[src/rtl/core/lba_pkg.sv]
package lba_pkg;

	localparam int LUMA_W  = 8;
	localparam int DIM_W   = 10;
	localparam int COORD_W = 5;
	localparam int MEAN_W  = 8;

	typedef logic [LUMA_W-1:0]  luma_t;
	typedef logic [DIM_W-1:0]   dim_t;
	typedef logic [COORD_W-1:0] coord_t;
	typedef logic [MEAN_W-1:0]  mean_t;

	// Configuration register indexes.
	typedef enum logic [0:0] {
		CFG_IMAGE_WIDTH  = 1'b0,
		CFG_IMAGE_HEIGHT = 1'b1
	} cfg_reg_t;

	localparam logic [DIM_W-1:0] DIM_RESET = DIM_W'(512);

endpackage

[src/rtl/core/luma_block_average_unit.sv]
// A block's result passes stage 1, stage 2 and the output register, and may wait in stage 2.
// Throughput: one sample per cycle while pix_ready is high. Column sums are read at intake
// and written in the following cycle; a same-column next sample gets the last write forwarded.
// Input ready drops only while two results are waiting on the output side.
// Reset: both dimension registers go to 512, the pixel position goes to (0,0), and all
// column sums read as zero through per-column valid flops, with no clearing pass.
module luma_block_average_unit #(
	parameter int MAX_WIDTH  = 512,
	parameter int MAX_HEIGHT = 512,
	parameter int BLOCK_SIZE = 16
) (
	input  logic              clk,
	input  logic              arst_n,
	input  logic              cfg_valid,
	output logic              cfg_ready,
	input  lba_pkg::cfg_reg_t cfg_index,
	input  lba_pkg::dim_t     cfg_data,
	input  logic              pix_valid,
	output logic              pix_ready,
	input  lba_pkg::luma_t    luma,
	input  logic              frame_start,
	output logic              blk_valid,
	input  logic              blk_ready,
	output lba_pkg::mean_t    block_mean,
	output lba_pkg::coord_t   block_col,
	output lba_pkg::coord_t   block_row,
	output logic              last_block
);
	import lba_pkg::*;

	localparam int NUM_COLS = MAX_WIDTH / BLOCK_SIZE;
	localparam int PXW      = $clog2(MAX_WIDTH);
	localparam int PYW      = $clog2(MAX_HEIGHT);
	localparam int SW       = $clog2(BLOCK_SIZE);
	localparam int BXW_R    = $clog2((MAX_WIDTH - 1) / BLOCK_SIZE + 1);
	localparam int BYW_R    = $clog2((MAX_HEIGHT - 1) / BLOCK_SIZE + 1);
	localparam int BXW      = (BXW_R > 1) ? BXW_R : 1;
	localparam int BYW      = (BYW_R > 1) ? BYW_R : 1;
	localparam int AW_R     = $clog2(NUM_COLS);
	localparam int AW       = (AW_R > 1) ? AW_R : 1;
	localparam int XE_R     = $clog2(MAX_WIDTH + 2 * BLOCK_SIZE) + 1;
	localparam int YE_R     = $clog2(MAX_HEIGHT + 2 * BLOCK_SIZE) + 1;
	localparam int XE       = (XE_R > DIM_W + 1) ? XE_R : DIM_W + 1;
	localparam int YE       = (YE_R > DIM_W + 1) ? YE_R : DIM_W + 1;
	localparam int AREA     = BLOCK_SIZE * BLOCK_SIZE;
	localparam int SUM_W    = $clog2(255 * AREA + 1);
	localparam int AREA_LG  = $clog2(AREA);
	localparam int SHIFT    = SUM_W + AREA_LG;
	localparam int PW       = 2 * SUM_W + 1;
	// Rounded-up reciprocal of the block area: exact floor division for any SUM_W-bit sum.
	localparam longint unsigned RECIP_L =
		((64'd1 << SHIFT) + longint'(AREA) - 64'd1) / longint'(AREA);
	localparam logic [SUM_W:0] RECIP = (SUM_W + 1)'(RECIP_L);

	logic [DIM_W-1:0] image_width_q, image_height_q;

	logic [PXW-1:0] pixel_x_q, xbase_q;
	logic [PYW-1:0] pixel_y_q, ybase_q;
	logic [SW-1:0]  sub_x_q, sub_y_q;
	logic [BXW-1:0] bx_q;
	logic [BYW-1:0] by_q;

	logic [PXW-1:0] px, xb;
	logic [PYW-1:0] py, yb;
	logic [SW-1:0]  sx, sy;
	logic [BXW-1:0] bx;
	logic [BYW-1:0] by;
	logic [XE-1:0]  w_raw, w_eff;
	logic [YE-1:0]  h_raw, h_eff;
	logic           x_wrap, y_wrap, in_blk_x, in_blk_y, last_x, last_y, emit_d;
	logic           hsk;

	logic [SUM_W-1:0] sum_mem [NUM_COLS];
	logic [NUM_COLS-1:0] vld_q;

	logic             s1_v_q, s1_inblk, s1_emit, s1_last, s1_eof;
	luma_t            luma_s1;
	logic [AW-1:0]    addr_s1;
	logic [BXW-1:0]   bx_s1;
	logic [BYW-1:0]   by_s1;
	logic [SUM_W-1:0] rdata_s1;

	logic             fwd_v_q;
	logic [AW-1:0]    fwd_addr_q;
	logic [SUM_W-1:0] fwd_data_q;

	logic             fwd_hit, s1_wr, clr_all;
	logic [SUM_W-1:0] prev_sum, new_sum, wdata;

	logic             s2_v_q, s2_last;
	logic [SUM_W-1:0] sum_s2;
	coord_t           col_s2, row_s2;
	logic [PW-1:0]    prod;

	logic   out_v_q, last_q;
	mean_t  mean_q;
	coord_t col_q, row_q;

	logic       out_free, s2_adv;
	logic [1:0] res_cnt;

	// Configuration
	assign cfg_ready = 1'b1;

	always_ff @(posedge clk or negedge arst_n) begin
		if (!arst_n) begin
			image_width_q  <= DIM_RESET;
			image_height_q <= DIM_RESET;
		end else if (cfg_valid && cfg_ready) begin
			case (cfg_index)
				CFG_IMAGE_WIDTH:  image_width_q  <= cfg_data;
				CFG_IMAGE_HEIGHT: image_height_q <= cfg_data;
				default: ;
			endcase
		end
	end

	// A zero dimension acts as one, an oversized one as the maximum.
	always_comb begin
		w_raw = XE'(image_width_q);
		h_raw = YE'(image_height_q);
		if (w_raw == '0)
			w_eff = XE'(1);
		else if (w_raw > XE'(MAX_WIDTH))
			w_eff = XE'(MAX_WIDTH);
		else
			w_eff = w_raw;
		if (h_raw == '0)
			h_eff = YE'(1);
		else if (h_raw > YE'(MAX_HEIGHT))
			h_eff = YE'(MAX_HEIGHT);
		else
			h_eff = h_raw;
	end

	// Intake stage: position of the sample, with frame start forcing (0,0).
	assign hsk = pix_valid && pix_ready;

	always_comb begin
		px = frame_start ? '0 : pixel_x_q;
		xb = frame_start ? '0 : xbase_q;
		sx = frame_start ? '0 : sub_x_q;
		bx = frame_start ? '0 : bx_q;
		py = frame_start ? '0 : pixel_y_q;
		yb = frame_start ? '0 : ybase_q;
		sy = frame_start ? '0 : sub_y_q;
		by = frame_start ? '0 : by_q;

		x_wrap   = (XE'(px) + XE'(1)) >= w_eff;
		y_wrap   = (YE'(py) + YE'(1)) >= h_eff;
		in_blk_x = (XE'(xb) + XE'(BLOCK_SIZE)) <= w_eff;
		in_blk_y = (YE'(yb) + YE'(BLOCK_SIZE)) <= h_eff;
		last_x   = (XE'(xb) + XE'(2 * BLOCK_SIZE)) > w_eff;
		last_y   = (YE'(yb) + YE'(2 * BLOCK_SIZE)) > h_eff;
		emit_d   = in_blk_x && in_blk_y &&
			(sx == SW'(BLOCK_SIZE - 1)) && (sy == SW'(BLOCK_SIZE - 1));
	end

	always_ff @(posedge clk or negedge arst_n) begin
		if (!arst_n) begin
			pixel_x_q <= '0;
			xbase_q   <= '0;
			sub_x_q   <= '0;
			bx_q      <= '0;
			pixel_y_q <= '0;
			ybase_q   <= '0;
			sub_y_q   <= '0;
			by_q      <= '0;
		end else if (hsk) begin
			if (x_wrap) begin
				pixel_x_q <= '0;
				xbase_q   <= '0;
				sub_x_q   <= '0;
				bx_q      <= '0;
				if (y_wrap) begin
					pixel_y_q <= '0;
					ybase_q   <= '0;
					sub_y_q   <= '0;
					by_q      <= '0;
				end else begin
					pixel_y_q <= py + 1'b1;
					if (sy == SW'(BLOCK_SIZE - 1)) begin
						sub_y_q <= '0;
						by_q    <= by + 1'b1;
						ybase_q <= PYW'(yb + BLOCK_SIZE);
					end else begin
						sub_y_q <= sy + 1'b1;
						by_q    <= by;
						ybase_q <= yb;
					end
				end
			end else begin
				pixel_x_q <= px + 1'b1;
				pixel_y_q <= py;
				ybase_q   <= yb;
				sub_y_q   <= sy;
				by_q      <= by;
				if (sx == SW'(BLOCK_SIZE - 1)) begin
					sub_x_q <= '0;
					bx_q    <= bx + 1'b1;
					xbase_q <= PXW'(xb + BLOCK_SIZE);
				end else begin
					sub_x_q <= sx + 1'b1;
					bx_q    <= bx;
					xbase_q <= xb;
				end
			end
		end
	end

	// Stage 1: add the sample to its column sum and write it back, or write zero when it closes a block.
	always_ff @(posedge clk or negedge arst_n) begin
		if (!arst_n)
			s1_v_q <= 1'b0;
		else
			s1_v_q <= hsk;
	end

	always_ff @(posedge clk) begin
		if (hsk) begin
			luma_s1  <= luma;
			addr_s1  <= bx[AW-1:0];
			bx_s1    <= bx;
			by_s1    <= by;
			s1_inblk <= in_blk_x && in_blk_y;
			s1_emit  <= emit_d;
			s1_last  <= last_x && last_y;
			s1_eof   <= x_wrap && y_wrap;
		end
	end

	always_ff @(posedge clk) begin
		if (hsk && in_blk_x && in_blk_y)
			rdata_s1 <= sum_mem[bx[AW-1:0]];
		if (s1_wr)
			sum_mem[addr_s1] <= wdata;
	end

	// The memory returns old data when the previous sample wrote the same column.
	always_comb begin
		fwd_hit = fwd_v_q && (fwd_addr_q == addr_s1);
		if (!vld_q[addr_s1])
			prev_sum = '0;
		else if (fwd_hit)
			prev_sum = fwd_data_q;
		else
			prev_sum = rdata_s1;
		new_sum = prev_sum + SUM_W'(luma_s1);
		s1_wr   = s1_v_q && s1_inblk;
		wdata   = s1_emit ? '0 : new_sum;
		// A frame start clears ahead of its own sample; a frame end after its last one.
		clr_all = (hsk && frame_start) || (s1_v_q && s1_eof);
	end

	always_ff @(posedge clk or negedge arst_n) begin
		if (!arst_n) begin
			vld_q   <= '0;
			fwd_v_q <= 1'b0;
		end else begin
			if (clr_all)
				vld_q <= '0;
			else if (s1_wr)
				vld_q[addr_s1] <= 1'b1;
			fwd_v_q <= s1_wr;
		end
	end

	always_ff @(posedge clk) begin
		if (s1_wr) begin
			fwd_addr_q <= addr_s1;
			fwd_data_q <= wdata;
		end
	end

	// Stage 2 holds the finished sum; the output register holds the mean.
	assign out_free = !out_v_q || blk_ready;
	assign s2_adv   = s2_v_q && out_free;

	always_ff @(posedge clk or negedge arst_n) begin
		if (!arst_n) begin
			s2_v_q  <= 1'b0;
			out_v_q <= 1'b0;
		end else begin
			if (s1_v_q && s1_inblk && s1_emit)
				s2_v_q <= 1'b1;
			else if (s2_adv)
				s2_v_q <= 1'b0;
			if (s2_adv)
				out_v_q <= 1'b1;
			else if (blk_ready)
				out_v_q <= 1'b0;
		end
	end

	always_ff @(posedge clk) begin
		if (s1_v_q && s1_inblk && s1_emit) begin
			sum_s2  <= new_sum;
			col_s2  <= COORD_W'(bx_s1);
			row_s2  <= COORD_W'(by_s1);
			s2_last <= s1_last;
		end
	end

	assign prod = PW'(sum_s2) * PW'(RECIP);

	always_ff @(posedge clk) begin
		if (s2_adv) begin
			mean_q <= MEAN_W'(prod >> SHIFT);
			col_q  <= col_s2;
			row_q  <= row_s2;
			last_q <= s2_last;
		end
	end

	assign blk_valid  = out_v_q;
	assign block_mean = mean_q;
	assign block_col  = col_q;
	assign block_row  = row_q;
	assign last_block = last_q;

	// Two result slots behind stage 1, so intake stops while two results wait.
	assign res_cnt   = 2'(s1_v_q && s1_inblk && s1_emit) + 2'(s2_v_q) + 2'(out_v_q);
	assign pix_ready = (res_cnt <= 2'd1);

	a_no_result_overrun: assert property (@(posedge clk) disable iff (!arst_n)
		(s1_v_q && s1_inblk && s1_emit) |-> (!s2_v_q || s2_adv))
		else $error("result in stage 1 found stage 2 blocked");

	a_result_bound: assert property (@(posedge clk) disable iff (!arst_n)
		$countones({s1_v_q && s1_inblk && s1_emit, s2_v_q, out_v_q}) <= 2)
		else $error("more than two results in flight");

	a_frame_start_clears: assert property (@(posedge clk) disable iff (!arst_n)
		(pix_valid && pix_ready && frame_start) |=> (vld_q == '0))
		else $error("column sums not cleared on frame start");

endmodule
[config.mk]
export PLATFORM = sky130hd
export DESIGN_NAME = luma_block_average_unit
export DESIGN_NICKNAME = d
export VERILOG_FILES = /design/src/rtl/core/lba_pkg.sv /design/src/rtl/core/luma_block_average_unit.sv
export SDC_FILE = /design/constraint.sdc
export NUM_CORES = 1
export LEC_CHECK = 0
export ABC_CLOCK_PERIOD_IN_PS = 6500
export BUFFER_PORTS_ARGS = -buffer_cell sky130_fd_sc_hd__buf_4
export CAP_MARGIN = 15
export CELL_PAD_IN_SITES_DETAIL_PLACEMENT = 0
export CELL_PAD_IN_SITES_GLOBAL_PLACEMENT = 1
export CORE_ASPECT_RATIO = 1.25
export CORE_MARGIN = 1.5
export CORE_UTILIZATION = 40
export DETAILED_ROUTE_END_ITERATION = 10
export HOLD_SLACK_MARGIN = 0.08
export PLACE_DENSITY_LB_ADDON = 0.1
export SETUP_SLACK_MARGIN = 0.02
export SLEW_MARGIN = 20
export SYNTH_ARGS = -nofsm -noshare
export SYNTH_HDL_FRONTEND = slang
export SYNTH_SLANG_ARGS = --single-unit
[constraint.sdc]
create_clock -name clk -period 6.5 [get_ports clk]
set_clock_uncertainty 0.15 [all_clocks]
set_input_delay 0.975 -clock clk [delete_from_list [all_inputs] [get_ports clk]]
set_output_delay 0.975 -clock clk [all_outputs]
set_load 0.01 [all_outputs]
==> key figures <==
STA
  – Final hold violations: 0
  – FMAX: ~0.19 GHz
  – Least-Margin Pin Slew: between 1 and 1.5 ns
  – Setup violations, final: 0
  – Worst setup margin: about 1.3 ns
  – Setup_tns: 0 ns
  – Worst-case headroom to the max-slew limit: 0.2284
  – Final min period: around 5.2 ns
  – RSZ-0062 raised after global routing: no
  – Pins Over Slew Limit: 0
  – Final period utilization: 0.8048

Clock tree
  – CTS Buffer Depth: 3
  – TritonCTS clock tree: yes
  – TritonCTS Buffers: 75
  – Clock latency on the worst-skew pair: 0.63 ns
  – CTS Hold Bufs: 0
  – Post-CTS sizing: 0
  – Root buffer cell: clkbuf_16
  – Clk slew on worst S/H paths: 0.06 ns
  – H-tree levels: 3
  – Clk sinks: approximately 700
  – Postcts setup bufs: 0

Routing
  – ANT nets after route: 0
  – DRC violations left: 0
  – Total number of vias: 18910
  – Drt pass-1 iters: 5
  – Post-DR vias/cell: approximately 5.6
  – Iter 0 DRT Violations: roughly 1300
  – Routed WL: a little under 90000 µm
  – Wirelength per Cell: between 20 and 30 µm

Setup path
  – Worst r2r dst: sum_mem[10][11]
  – Reg2reg start: bx_s1[0]
  – R2R cell count: 13
  – R2r setup slk: ~1.3 ns
  – CP Launch Type: flip-flop
  – CP required: a little under 7 ns
  – Worst Path Max Fanout: 23
  – Crit Path Class: reg -> reg
  – Worst setup EP type: flip-flop
  – Data arrival, critical path: between 5 and 6 ns

Die
  – Die area: 79820 µm²
  – Row count: around 110
  – Core box area: between 70000 and 80000 µm²
  – Initial core utilization: 0.4042
  – Die extent in y: roughly 320 µm
  – Top Ports: 47
  – Die Width: around 250 µm

Cells and area
  – P&R area growth vs syn: 13.79%
  – # diodes: 0
  – Share of layout cells above drive strength 1: 0.1721
  – Final instance area: approximately 36000 µm²
  – Nets@finish: between 2000 and 2500
  – Core Util, Final: 0.4599

Logic synthesis
  – Yosys warnings: 0
  – Synth area leaders: edfxtp_1 (59%), dfrtp_1 (8.6%), mux2_2 (3.4%), nand2_1 (2.9%), ha_1 (2.8%)
  – Most instantiated library cell after synthesis: edfxtp_1
  – Syn Area/Cell: ~14 µm²
  – Dominant cell type by area after synthesis: edfxtp_1
  – Cell Area, Synth: around 31000 µm²
  – Async set or reset register ratio after synthesis: 0.1530
  – Post-synth EDFFs: 609
  – Post-synthesis sequential area ratio: 0.6734
  – Post-Syn Instances: roughly 2200
  – Net Count, Synth: 2327
  – Top-area cell type share of the netlist area: 0.5852
  – Most frequent cells after synthesis: edfxtp_1 (609), nand2_1 (242), nor2b_1 (125)
  – Count of cell types in the netlist: 73
  – Synth Register Bits: 719
  – Post-synth top flop: edfxtp_1

GRT
  – Vias in the first global route: 19270
  – M1 GR Usage: 0.2812
  – Busiest grt layer: met2
  – Gr ovfl total: 0
  – M3 GR Usage: 0.02618
  – Antenna violations before repair: 1
  – Met2 GRT Util: 0.4074
  – GRT Overall Usage: 0.2254
  – First-pass GRT wire length: around 130000 µm
  – Largest net degree at the start of global routing: 103

Place
  – # port buffers: between 40 and 50
  – GP Congestion: 0.8605
  – Post-place instance area: approximately 33000 µm²
  – Pre-CTS setup slack: between 1 and 1.5 ns
  – Dpl hpwl: 52140 µm

Min path
  – Min-delay worst type: in -> async

Job
  – Max-cap violations: 0

Status
  – Outcome: completed

Pwr
  – PwrDens: approximately 290 nW/µm²
  – Leak: 12.23 nW
  – Largest vdd supply drop: roughly 0.00023 V
## power by group
group          switching (mW)  internal [mW]  leakage [nW]
Clock                    1.82           2.61          1.24
Sequential             0.0666           5.24          7.05
Combinational           0.503          0.207          3.94
Total                    2.39           8.06          12.2
## layer usage
layer,part of all wire,wire length (µm),vias up
li1,-,-,8610
met1,0.42,36980,9811
met2,0.52,46650,369
met3,0.032,2851,116
met4,0.027,2388,0
met5,0,0,-
## worst max-delay path by stage
stage                      startpoint              end
after global placement       bx_s1[0]  sum_mem[26][10]
after floorplan           frame_start      rdata_s1[0]
after CTS                    bx_s1[0]  sum_mem[26][12]
final                        bx_s1[0]  sum_mem[10][11]
after detailed placement     bx_s1[0]   sum_mem[8][12]
after global routing         bx_s1[0]   sum_mem[9][11]
## cells by family after synthesis
| kind of cell | after synthesis | share of synthesized area |
|---|---|---|
| DFF | 719 | 0.6734 |
| muxes | 164 | 0.06971 |
| AOI/OAI and AO/OA | 454 | 0.09914 |
| xor gates and xnor gates | 42 | 0.01177 |
| buffers and inverters | 160 | 0.02194 |
| other | 1 | 0.0001200 |
| adders and majority gates | 72 | 0.02907 |
| and+or+nand+nor | 618 | 0.09486 |
## critical path: stages, from the launching register on
cell       delay [ns]
edfxtp_1         0.96
mux2_2           0.42
o22ai_1          0.24
nor4_2           0.12
mux2i_4          0.52
nor2_1           0.13
ha_1             0.38
o21a_1           0.24
a2bb2oi_1        0.37
nand2_1          0.14
a21oi_1          0.34
xor2_1           0.18
nor2_2           0.53
buf_4            0.34
## registers in the layout, indices dropped and copies added, names as in the netlist, 10 cells and up
signal          flops
sum_mem           512
vld_q              32
fwd_data_q         16
rdata_s1           16
image_height_q     10
image_width_q      10
## cell type report
| cell class | instances | area, µm² |
|---|---|---|
| multi-input combinational | 1351 | 9802 |
| inverter | 27 | 103.9 |
| fill | 6917 | 41750 |
| clock inverter | 48 | 523.0 |
| clock buffer | 88 | 1999 |
| sequential | 719 | 21050 |
| timing repair buffer | 97 | 769.5 |
| tap | 1044 | 1306 |
## layout by cell type, fill, tap and decap left out, types with 7 or more instances in the layout
master / instances
a211oi_1: 76
a21oi_1: 66
a221oi_1: 18
a22o_1: 11
a31oi_1: 86
a32o_1: 15
and2_1: 13
and3_1: 7
buf_4: 93
bufinv_16: 10
clkbuf_1: 9
clkbuf_16: 78
clkinv_1: 11
clkinv_2: 16
clkinv_4: 7
dfrtp_1: 105
edfxtp_1: 609
ha_1: 71
inv_1: 22
mux2_2: 94
mux2i_1: 32
mux4_2: 32
nand2_1: 241
nand3_1: 29
nand4_1: 17
nor2_1: 80
nor2_4: 26
nor2b_1: 123
nor3_1: 28
nor4_1: 9
o211ai_1: 7
o21a_1: 43
o21ai_0: 46
o21ai_1: 15
o221ai_1: 17
o22ai_1: 10
xnor2_1: 24
xor2_1: 18
## stage by stage
| stage | hold slack [ns] | instances | power, mW |
|---|---|---|---|
| 2_1_floorplan | 0.2503 | 2230 | 5.801 |
| 3_3_place_gp | 0.2529 | 3237 | 6.105 |
| 3_5_place_dp | 0.2556 | 3237 | 6.124 |
| 4_1_cts | 0.1960 | 3373 | 10.56 |
| 5_1_grt | 0.2301 | 3374 | 10.80 |
| 6_report | 0.1992 | 3374 | 10.46 |
(Power assumes the default switching activity.)
